**config.mk**
```make
export PLATFORM = sky130hd
export DESIGN_NAME = hsv_rainbow_to_rgb_unit_flat
export DESIGN_NICKNAME = d
export VERILOG_FILES = /design/src/hrgb_pkg.sv /design/src/hrgb_if.sv /design/src/hrgb_hue_stage.sv /design/src/hrgb_sat_stage.sv /design/src/hrgb_bright_stage.sv /design/src/hsv_rainbow_to_rgb_unit.sv /design/src/flat_wrapper.sv
export SDC_FILE = /design/constraint.sdc
export NUM_CORES = 1
export LEC_CHECK = 0
export BUFFER_PORTS_ARGS = -buffer_cell sky130_fd_sc_hd__clkbuf_2
export CAP_MARGIN = 20
export CORE_UTILIZATION = 62
export DETAILED_ROUTE_END_ITERATION = 7
export MAX_ROUTING_LAYER = met4
export PLACE_DENSITY_LB_ADDON = 0.1
export SKIP_LAST_GASP = 1
export SLEW_MARGIN = 25
export SYNTH_ARGS = -nofsm -noshare
export SYNTH_HDL_FRONTEND = slang
export SYNTH_SLANG_ARGS = --single-unit
```
**constraint.sdc**
```tcl
create_clock -name clock -period 8.2 [get_ports clock]
set_input_delay 0.82 -clock clock [delete_from_list [all_inputs] [get_ports clock]]
set_output_delay 0.82 -clock clock [all_outputs]
set_load 0.02 [all_outputs]
```
**src/hrgb_pkg.sv**
```systemverilog
// ----------------------------------------------------------------------------
// hrgb_pkg
// Types, constants and arithmetic helpers for the rainbow HSV to RGB unit.
// ----------------------------------------------------------------------------
`default_nettype none

package hrgb_pkg;

   localparam logic [7:0] LEVEL_FULL  = 8'd255;
   localparam logic [7:0] LEVEL_ZERO  = 8'd0;
   localparam logic [7:0] LEVEL_THIRD = 8'd85;
   localparam logic [7:0] LEVEL_TWO3  = 8'd170;
   localparam logic [7:0] LEVEL_171   = 8'd171;
   localparam logic [4:0] POS_MASK    = 5'h1F;

   typedef enum logic [2:0] {
      SEG_RED    = 3'd0,
      SEG_ORANGE = 3'd1,
      SEG_YELLOW = 3'd2,
      SEG_GREEN  = 3'd3,
      SEG_AQUA   = 3'd4,
      SEG_BLUE   = 3'd5,
      SEG_PURPLE = 3'd6,
      SEG_PINK   = 3'd7
   } hrgb_seg_type;

   typedef struct packed {
      logic [7:0] red;
      logic [7:0] green;
      logic [7:0] blue;
   } hrgb_color_type;

   // after hue mapping
   typedef struct packed {
      hrgb_color_type color;
      logic [7:0]     sat_level;
      logic [7:0]     desat_floor;
      logic           blend_en;
      logic [7:0]     bright_scale;
      logic           bright_en;
   } hrgb_blend_type;

   // after saturation blend
   typedef struct packed {
      hrgb_color_type color;
      logic [7:0]     bright_scale;
      logic           bright_en;
   } hrgb_shade_type;

   // (a * (b + 1)) >> 8
   function automatic logic [7:0] scale8(input logic [7:0] a, input logic [7:0] b);
      logic [15:0] prod;
      prod = 16'(a) * (16'(b) + 16'd1);
      return prod[15:8];
   endfunction

   function automatic logic [7:0] add_sat8(input logic [7:0] a, input logic [7:0] b);
      logic [8:0] sum;
      sum = 9'(a) + 9'(b);
      return sum[8] ? LEVEL_FULL : sum[7:0];
   endfunction

endpackage

`default_nettype wire

```
**src/hrgb_if.sv**
```systemverilog
// ----------------------------------------------------------------------------
// hrgb_if
// Valid/ready channels carrying HSV request items and RGB response items.
// ----------------------------------------------------------------------------
`default_nettype none

interface hrgb_req_if;
   logic       valid;
   logic       ready;
   logic [7:0] hue_angle;
   logic [7:0] sat_level;
   logic [7:0] bright_level;

   modport source (output valid, hue_angle, sat_level, bright_level, input ready);
   modport sink   (input valid, hue_angle, sat_level, bright_level, output ready);
endinterface

interface hrgb_rsp_if;
   logic       valid;
   logic       ready;
   logic [7:0] red_out;
   logic [7:0] green_out;
   logic [7:0] blue_out;

   modport source (output valid, red_out, green_out, blue_out, input ready);
   modport sink   (input valid, red_out, green_out, blue_out, output ready);
endinterface

`default_nettype wire

```
**src/hrgb_hue_stage.sv**
```systemverilog
// ----------------------------------------------------------------------------
// hrgb_hue_stage
// Stage 1: rainbow segment lookup, desaturation floor and brightness square.
// ----------------------------------------------------------------------------
`default_nettype none

module hrgb_hue_stage
   import hrgb_pkg::*;
(
   input  wire logic           clock,
   input  wire logic           reset,
   input  wire logic           in_valid,
   output      logic           in_ready,
   input  wire logic [7:0]     hue_angle,
   input  wire logic [7:0]     sat_level,
   input  wire logic [7:0]     bright_level,
   output      logic           out_valid,
   input  wire logic           out_ready,
   output      hrgb_blend_type out_data
);

   logic           valid_ff;
   hrgb_blend_type data_ff;
   hrgb_blend_type data_in;
   hrgb_seg_type   seg;
   logic [7:0]     pos;
   logic [7:0]     third;
   logic [7:0]     two3;
   logic [7:0]     desat;

   assign seg   = hrgb_seg_type'(hue_angle[7:5]);
   assign pos   = {hue_angle[4:0] & POS_MASK, 3'b000};
   assign third = scale8(pos, LEVEL_THIRD);
   assign two3  = scale8(pos, LEVEL_TWO3);
   assign desat = LEVEL_FULL - sat_level;

   always_comb begin
      unique case (seg)
         SEG_RED: begin
            data_in.color = '{LEVEL_FULL - third, third, LEVEL_ZERO};
         end
         SEG_ORANGE: begin
            data_in.color = '{LEVEL_171, LEVEL_THIRD + third, LEVEL_ZERO};
         end
         SEG_YELLOW: begin
            data_in.color = '{LEVEL_171 - two3, LEVEL_TWO3 + third, LEVEL_ZERO};
         end
         SEG_GREEN: begin
            data_in.color = '{LEVEL_ZERO, LEVEL_FULL - third, third};
         end
         SEG_AQUA: begin
            data_in.color = '{LEVEL_ZERO, LEVEL_171 - two3, LEVEL_THIRD + two3};
         end
         SEG_BLUE: begin
            data_in.color = '{third, LEVEL_ZERO, LEVEL_FULL - third};
         end
         SEG_PURPLE: begin
            data_in.color = '{LEVEL_THIRD + third, LEVEL_ZERO, LEVEL_171 - third};
         end
         SEG_PINK: begin
            data_in.color = '{LEVEL_TWO3 + third, LEVEL_ZERO, LEVEL_THIRD - third};
         end
      endcase
      // zero saturation: white
      if (sat_level == LEVEL_ZERO) begin
         data_in.color = '{LEVEL_FULL, LEVEL_FULL, LEVEL_FULL};
      end
      data_in.sat_level    = sat_level;
      data_in.desat_floor  = scale8(desat, desat);
      data_in.blend_en     = (sat_level != LEVEL_ZERO) && (sat_level != LEVEL_FULL);
      data_in.bright_scale = scale8(bright_level, bright_level);
      data_in.bright_en    = (bright_level != LEVEL_FULL);
   end

   assign in_ready = !valid_ff || out_ready;

   always_ff @(posedge clock) begin
      if (reset) begin
         valid_ff <= 1'b0;
      end else if (in_ready) begin
         valid_ff <= in_valid;
      end
   end

   always_ff @(posedge clock) begin
      if (in_ready && in_valid) begin
         data_ff <= data_in;
      end
   end

   assign out_valid = valid_ff;
   assign out_data  = data_ff;

endmodule

`default_nettype wire

```
**src/hrgb_sat_stage.sv**
```systemverilog
// ----------------------------------------------------------------------------
// hrgb_sat_stage
// Stage 2: blends the segment color toward white by saturation.
// ----------------------------------------------------------------------------
`default_nettype none

module hrgb_sat_stage
   import hrgb_pkg::*;
(
   input  wire logic           clock,
   input  wire logic           reset,
   input  wire logic           in_valid,
   output      logic           in_ready,
   input  wire hrgb_blend_type in_data,
   output      logic           out_valid,
   input  wire logic           out_ready,
   output      hrgb_shade_type out_data
);

   logic           valid_ff;
   hrgb_shade_type data_ff;
   hrgb_shade_type data_in;

   function automatic logic [7:0] blend(input logic [7:0] ch, input hrgb_blend_type d);
      return d.blend_en ? add_sat8(scale8(ch, d.sat_level), d.desat_floor) : ch;
   endfunction

   always_comb begin
      data_in.color.red    = blend(in_data.color.red, in_data);
      data_in.color.green  = blend(in_data.color.green, in_data);
      data_in.color.blue   = blend(in_data.color.blue, in_data);
      data_in.bright_scale = in_data.bright_scale;
      data_in.bright_en    = in_data.bright_en;
   end

   assign in_ready = !valid_ff || out_ready;

   always_ff @(posedge clock) begin
      if (reset) begin
         valid_ff <= 1'b0;
      end else if (in_ready) begin
         valid_ff <= in_valid;
      end
   end

   always_ff @(posedge clock) begin
      if (in_ready && in_valid) begin
         data_ff <= data_in;
      end
   end

   assign out_valid = valid_ff;
   assign out_data  = data_ff;

endmodule

`default_nettype wire

```
**src/hrgb_bright_stage.sv**
```systemverilog
// ----------------------------------------------------------------------------
// hrgb_bright_stage
// Stage 3: brightness scaling into the output register.
// ----------------------------------------------------------------------------
`default_nettype none

module hrgb_bright_stage
   import hrgb_pkg::*;
(
   input  wire logic           clock,
   input  wire logic           reset,
   input  wire logic           in_valid,
   output      logic           in_ready,
   input  wire hrgb_shade_type in_data,
   output      logic           out_valid,
   input  wire logic           out_ready,
   output      hrgb_color_type out_data
);

   logic           valid_ff;
   hrgb_color_type data_ff;
   hrgb_color_type data_in;

   function automatic logic [7:0] shade(input logic [7:0] ch, input hrgb_shade_type d);
      return d.bright_en ? scale8(ch, d.bright_scale) : ch;
   endfunction

   always_comb begin
      data_in.red   = shade(in_data.color.red, in_data);
      data_in.green = shade(in_data.color.green, in_data);
      data_in.blue  = shade(in_data.color.blue, in_data);
   end

   assign in_ready = !valid_ff || out_ready;

   always_ff @(posedge clock) begin
      if (reset) begin
         valid_ff <= 1'b0;
      end else if (in_ready) begin
         valid_ff <= in_valid;
      end
   end

   always_ff @(posedge clock) begin
      if (in_ready && in_valid) begin
         data_ff <= data_in;
      end
   end

   assign out_valid = valid_ff;
   assign out_data  = data_ff;

endmodule

`default_nettype wire

```
**src/hsv_rainbow_to_rgb_unit.sv**
```systemverilog
// ----------------------------------------------------------------------------
// hsv_rainbow_to_rgb_unit
// Rainbow-map HSV to RGB converter, 8 bits per channel.
// ----------------------------------------------------------------------------
// Usage:
//   req_ch carries one HSV item (hue_angle, sat_level, bright_level) per
//   valid/ready handshake; rsp_ch returns one RGB item (red_out, green_out,
//   blue_out) for each, in order.
//   Three register stages: hue map, saturation blend, brightness scale.
//   An accepted item moves through the hue, saturation and brightness
//   registers in order before rsp_ch.valid rises. One item per cycle is
//   sustained while rsp_ch.ready stays high, since each stage reloads
//   whenever its successor moves on. Reset clears only the stage valid bits.
//   When the receiver drops rsp_ch.ready the pipeline fills and holds;
//   req_ch.ready falls only once all three stages are occupied.
// ----------------------------------------------------------------------------
`default_nettype none

module hsv_rainbow_to_rgb_unit
   import hrgb_pkg::*;
(
   input  wire logic   clock,
   input  wire logic   reset,
   hrgb_req_if.sink    req_ch,
   hrgb_rsp_if.source  rsp_ch
);

   logic           s1_valid;
   logic           s1_ready;
   hrgb_blend_type s1_data;
   logic           s2_valid;
   logic           s2_ready;
   hrgb_shade_type s2_data;
   hrgb_color_type s3_data;

   hrgb_hue_stage u_hue (
      .clock        (clock),
      .reset        (reset),
      .in_valid     (req_ch.valid),
      .in_ready     (req_ch.ready),
      .hue_angle    (req_ch.hue_angle),
      .sat_level    (req_ch.sat_level),
      .bright_level (req_ch.bright_level),
      .out_valid    (s1_valid),
      .out_ready    (s1_ready),
      .out_data     (s1_data)
   );

   hrgb_sat_stage u_sat (
      .clock     (clock),
      .reset     (reset),
      .in_valid  (s1_valid),
      .in_ready  (s1_ready),
      .in_data   (s1_data),
      .out_valid (s2_valid),
      .out_ready (s2_ready),
      .out_data  (s2_data)
   );

   hrgb_bright_stage u_bright (
      .clock     (clock),
      .reset     (reset),
      .in_valid  (s2_valid),
      .in_ready  (s2_ready),
      .in_data   (s2_data),
      .out_valid (rsp_ch.valid),
      .out_ready (rsp_ch.ready),
      .out_data  (s3_data)
   );

   assign rsp_ch.red_out   = s3_data.red;
   assign rsp_ch.green_out = s3_data.green;
   assign rsp_ch.blue_out  = s3_data.blue;

`ifndef SYNTHESIS
   // an open sink lets every stage advance
   a_ready_chain: assert property (@(posedge clock)
      rsp_ch.ready |-> req_ch.ready)
      else $error("input stalled while output is ready");

   a_s1_load: assert property (@(posedge clock) disable iff (reset)
      req_ch.valid && req_ch.ready |=> s1_valid)
      else $error("accepted item missing from stage 1");

   a_s2_hold: assert property (@(posedge clock) disable iff (reset)
      s2_valid && !s2_ready |=> s2_valid && $stable(s2_data))
      else $error("stage 2 item lost under stall");
`endif

endmodule

`default_nettype wire

```
**src/flat_wrapper.sv**
```systemverilog
// flat-port wrapper written by rule: the top's interface ports become plain ports
module hsv_rainbow_to_rgb_unit_flat import hrgb_pkg::*;
  (clock, reset, req_ch_valid, req_ch_hue_angle, req_ch_sat_level, req_ch_bright_level, req_ch_ready, rsp_ch_valid, rsp_ch_red_out, rsp_ch_green_out, rsp_ch_blue_out, rsp_ch_ready);
  hrgb_req_if req_ch_i ();
  hrgb_rsp_if rsp_ch_i ();
  input  wire logic clock;
  input  wire logic reset;
  input wire logic [$bits(req_ch_i.valid)-1:0] req_ch_valid;
  input wire logic [$bits(req_ch_i.hue_angle)-1:0] req_ch_hue_angle;
  input wire logic [$bits(req_ch_i.sat_level)-1:0] req_ch_sat_level;
  input wire logic [$bits(req_ch_i.bright_level)-1:0] req_ch_bright_level;
  output wire logic [$bits(req_ch_i.ready)-1:0] req_ch_ready;
  output wire logic [$bits(rsp_ch_i.valid)-1:0] rsp_ch_valid;
  output wire logic [$bits(rsp_ch_i.red_out)-1:0] rsp_ch_red_out;
  output wire logic [$bits(rsp_ch_i.green_out)-1:0] rsp_ch_green_out;
  output wire logic [$bits(rsp_ch_i.blue_out)-1:0] rsp_ch_blue_out;
  input wire logic [$bits(rsp_ch_i.ready)-1:0] rsp_ch_ready;
  assign req_ch_i.valid = req_ch_valid;
  assign req_ch_i.hue_angle = req_ch_hue_angle;
  assign req_ch_i.sat_level = req_ch_sat_level;
  assign req_ch_i.bright_level = req_ch_bright_level;
  assign req_ch_ready = req_ch_i.ready;
  assign rsp_ch_valid = rsp_ch_i.valid;
  assign rsp_ch_red_out = rsp_ch_i.red_out;
  assign rsp_ch_green_out = rsp_ch_i.green_out;
  assign rsp_ch_blue_out = rsp_ch_i.blue_out;
  assign rsp_ch_i.ready = rsp_ch_ready;
  hsv_rainbow_to_rgb_unit u_core (.clock(clock), .reset(reset), .req_ch(req_ch_i), .rsp_ch(rsp_ch_i));
endmodule
```
==> flow_metrics.env <==
export IMPL_chipHeight_um=198
export IMPL_dr_total_vias=17600
export IMPL_finalHoldViolations=0
export IMPL_nFillCells=3101
export IMPL_grt_overflow=0
export IMPL_path_class="reg2reg"
export IMPL_wl_per_cell_um=17.1
export IMPL_worstRegToRegCells=26
export IMPL_io_buffer_count=53
export IMPL_required_ns=8.34
export IMPL_clk_pin_slew_worst_paths_ns=0.08
export IMPL_track_usage=0.296
export IMPL_skew_ns=0.0157
export IMPL_status="finished, final reports clean"
export IMPL_ios=54
export IMPL_critical_path_slowest_cell="edfxtp_1"
export IMPL_cts_tree="done"
export IMPL_yosys_register_bits=110
export IMPL_crit_path_start_kind="register"
export IMPL_hold_depth=0
export IMPL_die_area_um2=39300
export IMPL_root_buffer="clkbuf_16"
export IMPL_ys_types=78
export IMPL_dpl_hpwl_um=41600
export IMPL_multi_input_area_um2=18500
export IMPL_wl_um=52800
export IMPL_drt_first_pass_iters=5
export IMPL_hold_end="u_core.u_sat.out_data[4]"
export IMPL_grt_max_degree=51
export IMPL_drv_cap=0
export IMPL_critPathMaxStageDelay_ns=0.57
export IMPL_htreeDepth=3
export IMPL_fp_dieW_um=198
export IMPL_rsz0062_at_grt="false"
export IMPL_cts_buffer_depth=2
export IMPL_finalSetupViolCount=0
export IMPL_syn_inst=2586
export IMPL_yosysSeqAreaShare=0.137
export IMPL_critical_path_most_common_cell="fa_1"
export IMPL_fin_setup_tns_ns=0
export IMPL_clkSinkCount=110
export IMPL_period_minus_slack_ns=7.05
export IMPL_cp_max_fo=12
export IMPL_cts_made_buffers=9
export IMPL_final_nets=3254
export IMPL_cp_end_kind="register"
export IMPL_period_share=0.860
export IMPL_antenna_found_initial=0
export IMPL_core_um2=37800
export IMPL_rrSetupSlack_ns=1.15
export IMPL_regArea_um2=3270
export IMPL_fmax_ghz=0.142
export IMPL_synth_flop_cell="edfxtp_1"
export IMPL_hold_buffers=0
export IMPL_initial_core_util=0.633
export IMPL_drcViolationCount=0
export IMPL_cts_setup_buffers=0
export IMPL_diodes=0
export IMPL_crit_arrival_ns=7.19
export IMPL_synth_edf_count=107
export IMPL_critPathTopFamily="adder cells"
export IMPL_hold_class="reg2reg"
export IMPL_fp_row_count=71
export IMPL_rr_endpoint="u_core.u_sat.out_data[20]"
export IMPL_syn_to_final_growth_pct=4.02
export IMPL_synth_area_um2=23900
export IMPL_gp_congestion=0.916
export IMPL_first_iter_violations=995
export IMPL_ant_nets=0
export IMPL_yosysWarningCount=0
export IMPL_grt_pass1_wl_um=89900
export IMPL_drive_gt1_frac=0.0625
export IMPL_vias_per_cell=5.70
export IMPL_crit_buf_inv=3
export IMPL_slew_headroom=0.275
export IMPL_layout_commonest_cell="inv_1"
export IMPL_holdCritStartpoint="u_core.u_hue.out_data[4]"
export IMPL_synth_nets=3271
export IMPL_drv_slew=0
export IMPL_synth_avg_cell_area_um2=9.23
export IMPL_tightestPinTransition_ns=1.09
export IMPL_r2r_start="u_core.u_hue.out_data[18]"
export IMPL_layout_common_cells="inv_1 (430), ha_1 (329), fa_1 (328), and2_1 (235), nand2_1 (229)"
export IMPL_ys_async_sr_fraction=0
export IMPL_clkLatencyLatePin_ns=0.38
export IMPL_grt_pass1_vias=18500
export IMPL_ctsResizeCount=0
-- registers in the layout, summed over array words and instances (netlist names) --
register,flops
u_core.u_bright.out_valid,1
u_core.u_sat.out_valid,1
u_core.u_hue.out_valid,1
u_core.u_hue.out_data,50
u_core.u_sat.out_data,33
u_core.u_bright.out_data,24
-- synthesized netlist by cell type (all sizes together) (4+ instances only) --
| library cell | instances | area [um^2] |
|---|---|---|
| inv | 430 | 1610 |
| ha | 329 | 4120 |
| fa | 328 | 6570 |
| and2 | 235 | 1470 |
| nand2 | 229 | 860 |
| edfxtp | 107 | 3210 |
| xnor2 | 103 | 910 |
| nor2 | 102 | 383 |
| a21oi | 90 | 458 |
| clkbuf | 89 | 374 |
| nor2b | 59 | 369 |
| o21ai | 56 | 284 |
| nand3 | 39 | 195 |
| nand2b | 38 | 238 |
| or2 | 34 | 213 |
| xor2 | 34 | 298 |
| o22a | 24 | 210 |
| a21o | 17 | 129 |
| buf | 17 | 105 |
| nor3 | 17 | 85.1 |
| and3 | 16 | 100 |
| mux2 | 16 | 180 |
| a211oi | 14 | 110 |
| o21a | 12 | 90.1 |
| or3 | 12 | 75.1 |
| o21bai | 11 | 82.6 |
| a211o | 9 | 78.8 |
| a31oi | 8 | 50.1 |
| a221o | 7 | 70.1 |
| mux2i | 7 | 70.1 |
| nand4 | 7 | 43.8 |
| a221oi | 6 | 52.6 |
| a31o | 6 | 52.6 |
| o2111ai | 6 | 52.6 |
| o211ai | 6 | 45.0 |
| o221ai | 6 | 52.6 |
| o31ai | 5 | 56.3 |
| and4 | 4 | 35.0 |
| nand3b | 4 | 30.0 |
| nand4b | 4 | 50.1 |
| o311ai | 4 | 35.0 |
-- cell families after synthesis --
| family | after synthesis | share of synthesized area |
|---|---|---|
| AND/OR/NAND/NOR | 808 | 0.176 |
| adder cells (fa/ha/maj) | 657 | 0.447 |
| buffers and inverters | 539 | 0.0881 |
| AO/OA/AOI/OAI | 311 | 0.0891 |
| XOR/XNOR | 138 | 0.0515 |
| flip-flops | 110 | 0.137 |
| multiplexers | 23 | 0.0105 |
-- how the worst max path moves through the flow --
stage	startpoint	to	depth (start not counted)	slack, ns
final	u_core.u_hue.out_data[18]	u_core.u_sat.out_data[20]	26	1.15
after CTS	u_core.u_hue.out_data[18]	u_core.u_sat.out_data[23]	26	1.17
after detailed placement	u_core.u_hue.out_data[18]	u_core.u_sat.out_data[23]	26	1.18
after global routing	u_core.u_hue.out_data[18]	u_core.u_sat.out_data[31]	28	0.68
after floorplan	u_core.u_hue.out_data[18]	u_core.u_sat.out_data[19]	27	1.85
after global placement	u_core.u_hue.out_data[18]	u_core.u_sat.out_data[24]	27	1.46
-- per-layer routing --
metal  track usage  wire length [um]
met5             -                 0
met4        0.0721               828
met3        0.0291              2460
met2         0.496             26000
met1         0.387             23500
-- metrics by stage --
stage	instances	util	hold slack, ns	worst slack, ns	cell area, um^2
2_1_floorplan	2586	-	0.400	1.85	23900
3_3_place_gp	3068	0.650	0.403	1.46	24500
3_5_place_dp	3068	0.650	0.405	1.18	24500
4_1_cts	3084	0.657	0.422	1.17	24800
5_1_grt	3085	0.658	0.431	0.676	24800
6_report	3085	0.658	0.419	1.15	24800
-- layout make-up --
| cell class | count | share of cell area |
|---|---|---|
| clock buffers | 11 | 0.00977 |
| well taps | 511 | 0.0257 |
| multi-input cells | 1937 | 0.747 |
| inverters | 433 | 0.0654 |
| repair buffers | 78 | 0.0190 |
| clock inverters | 5 | 0.00166 |
| flip-flops and latches | 110 | 0.132 |
Power is left out: the tool's default activity adds up to more than one toggle a clock period on the data nets, which glitch-free logic cannot reach.
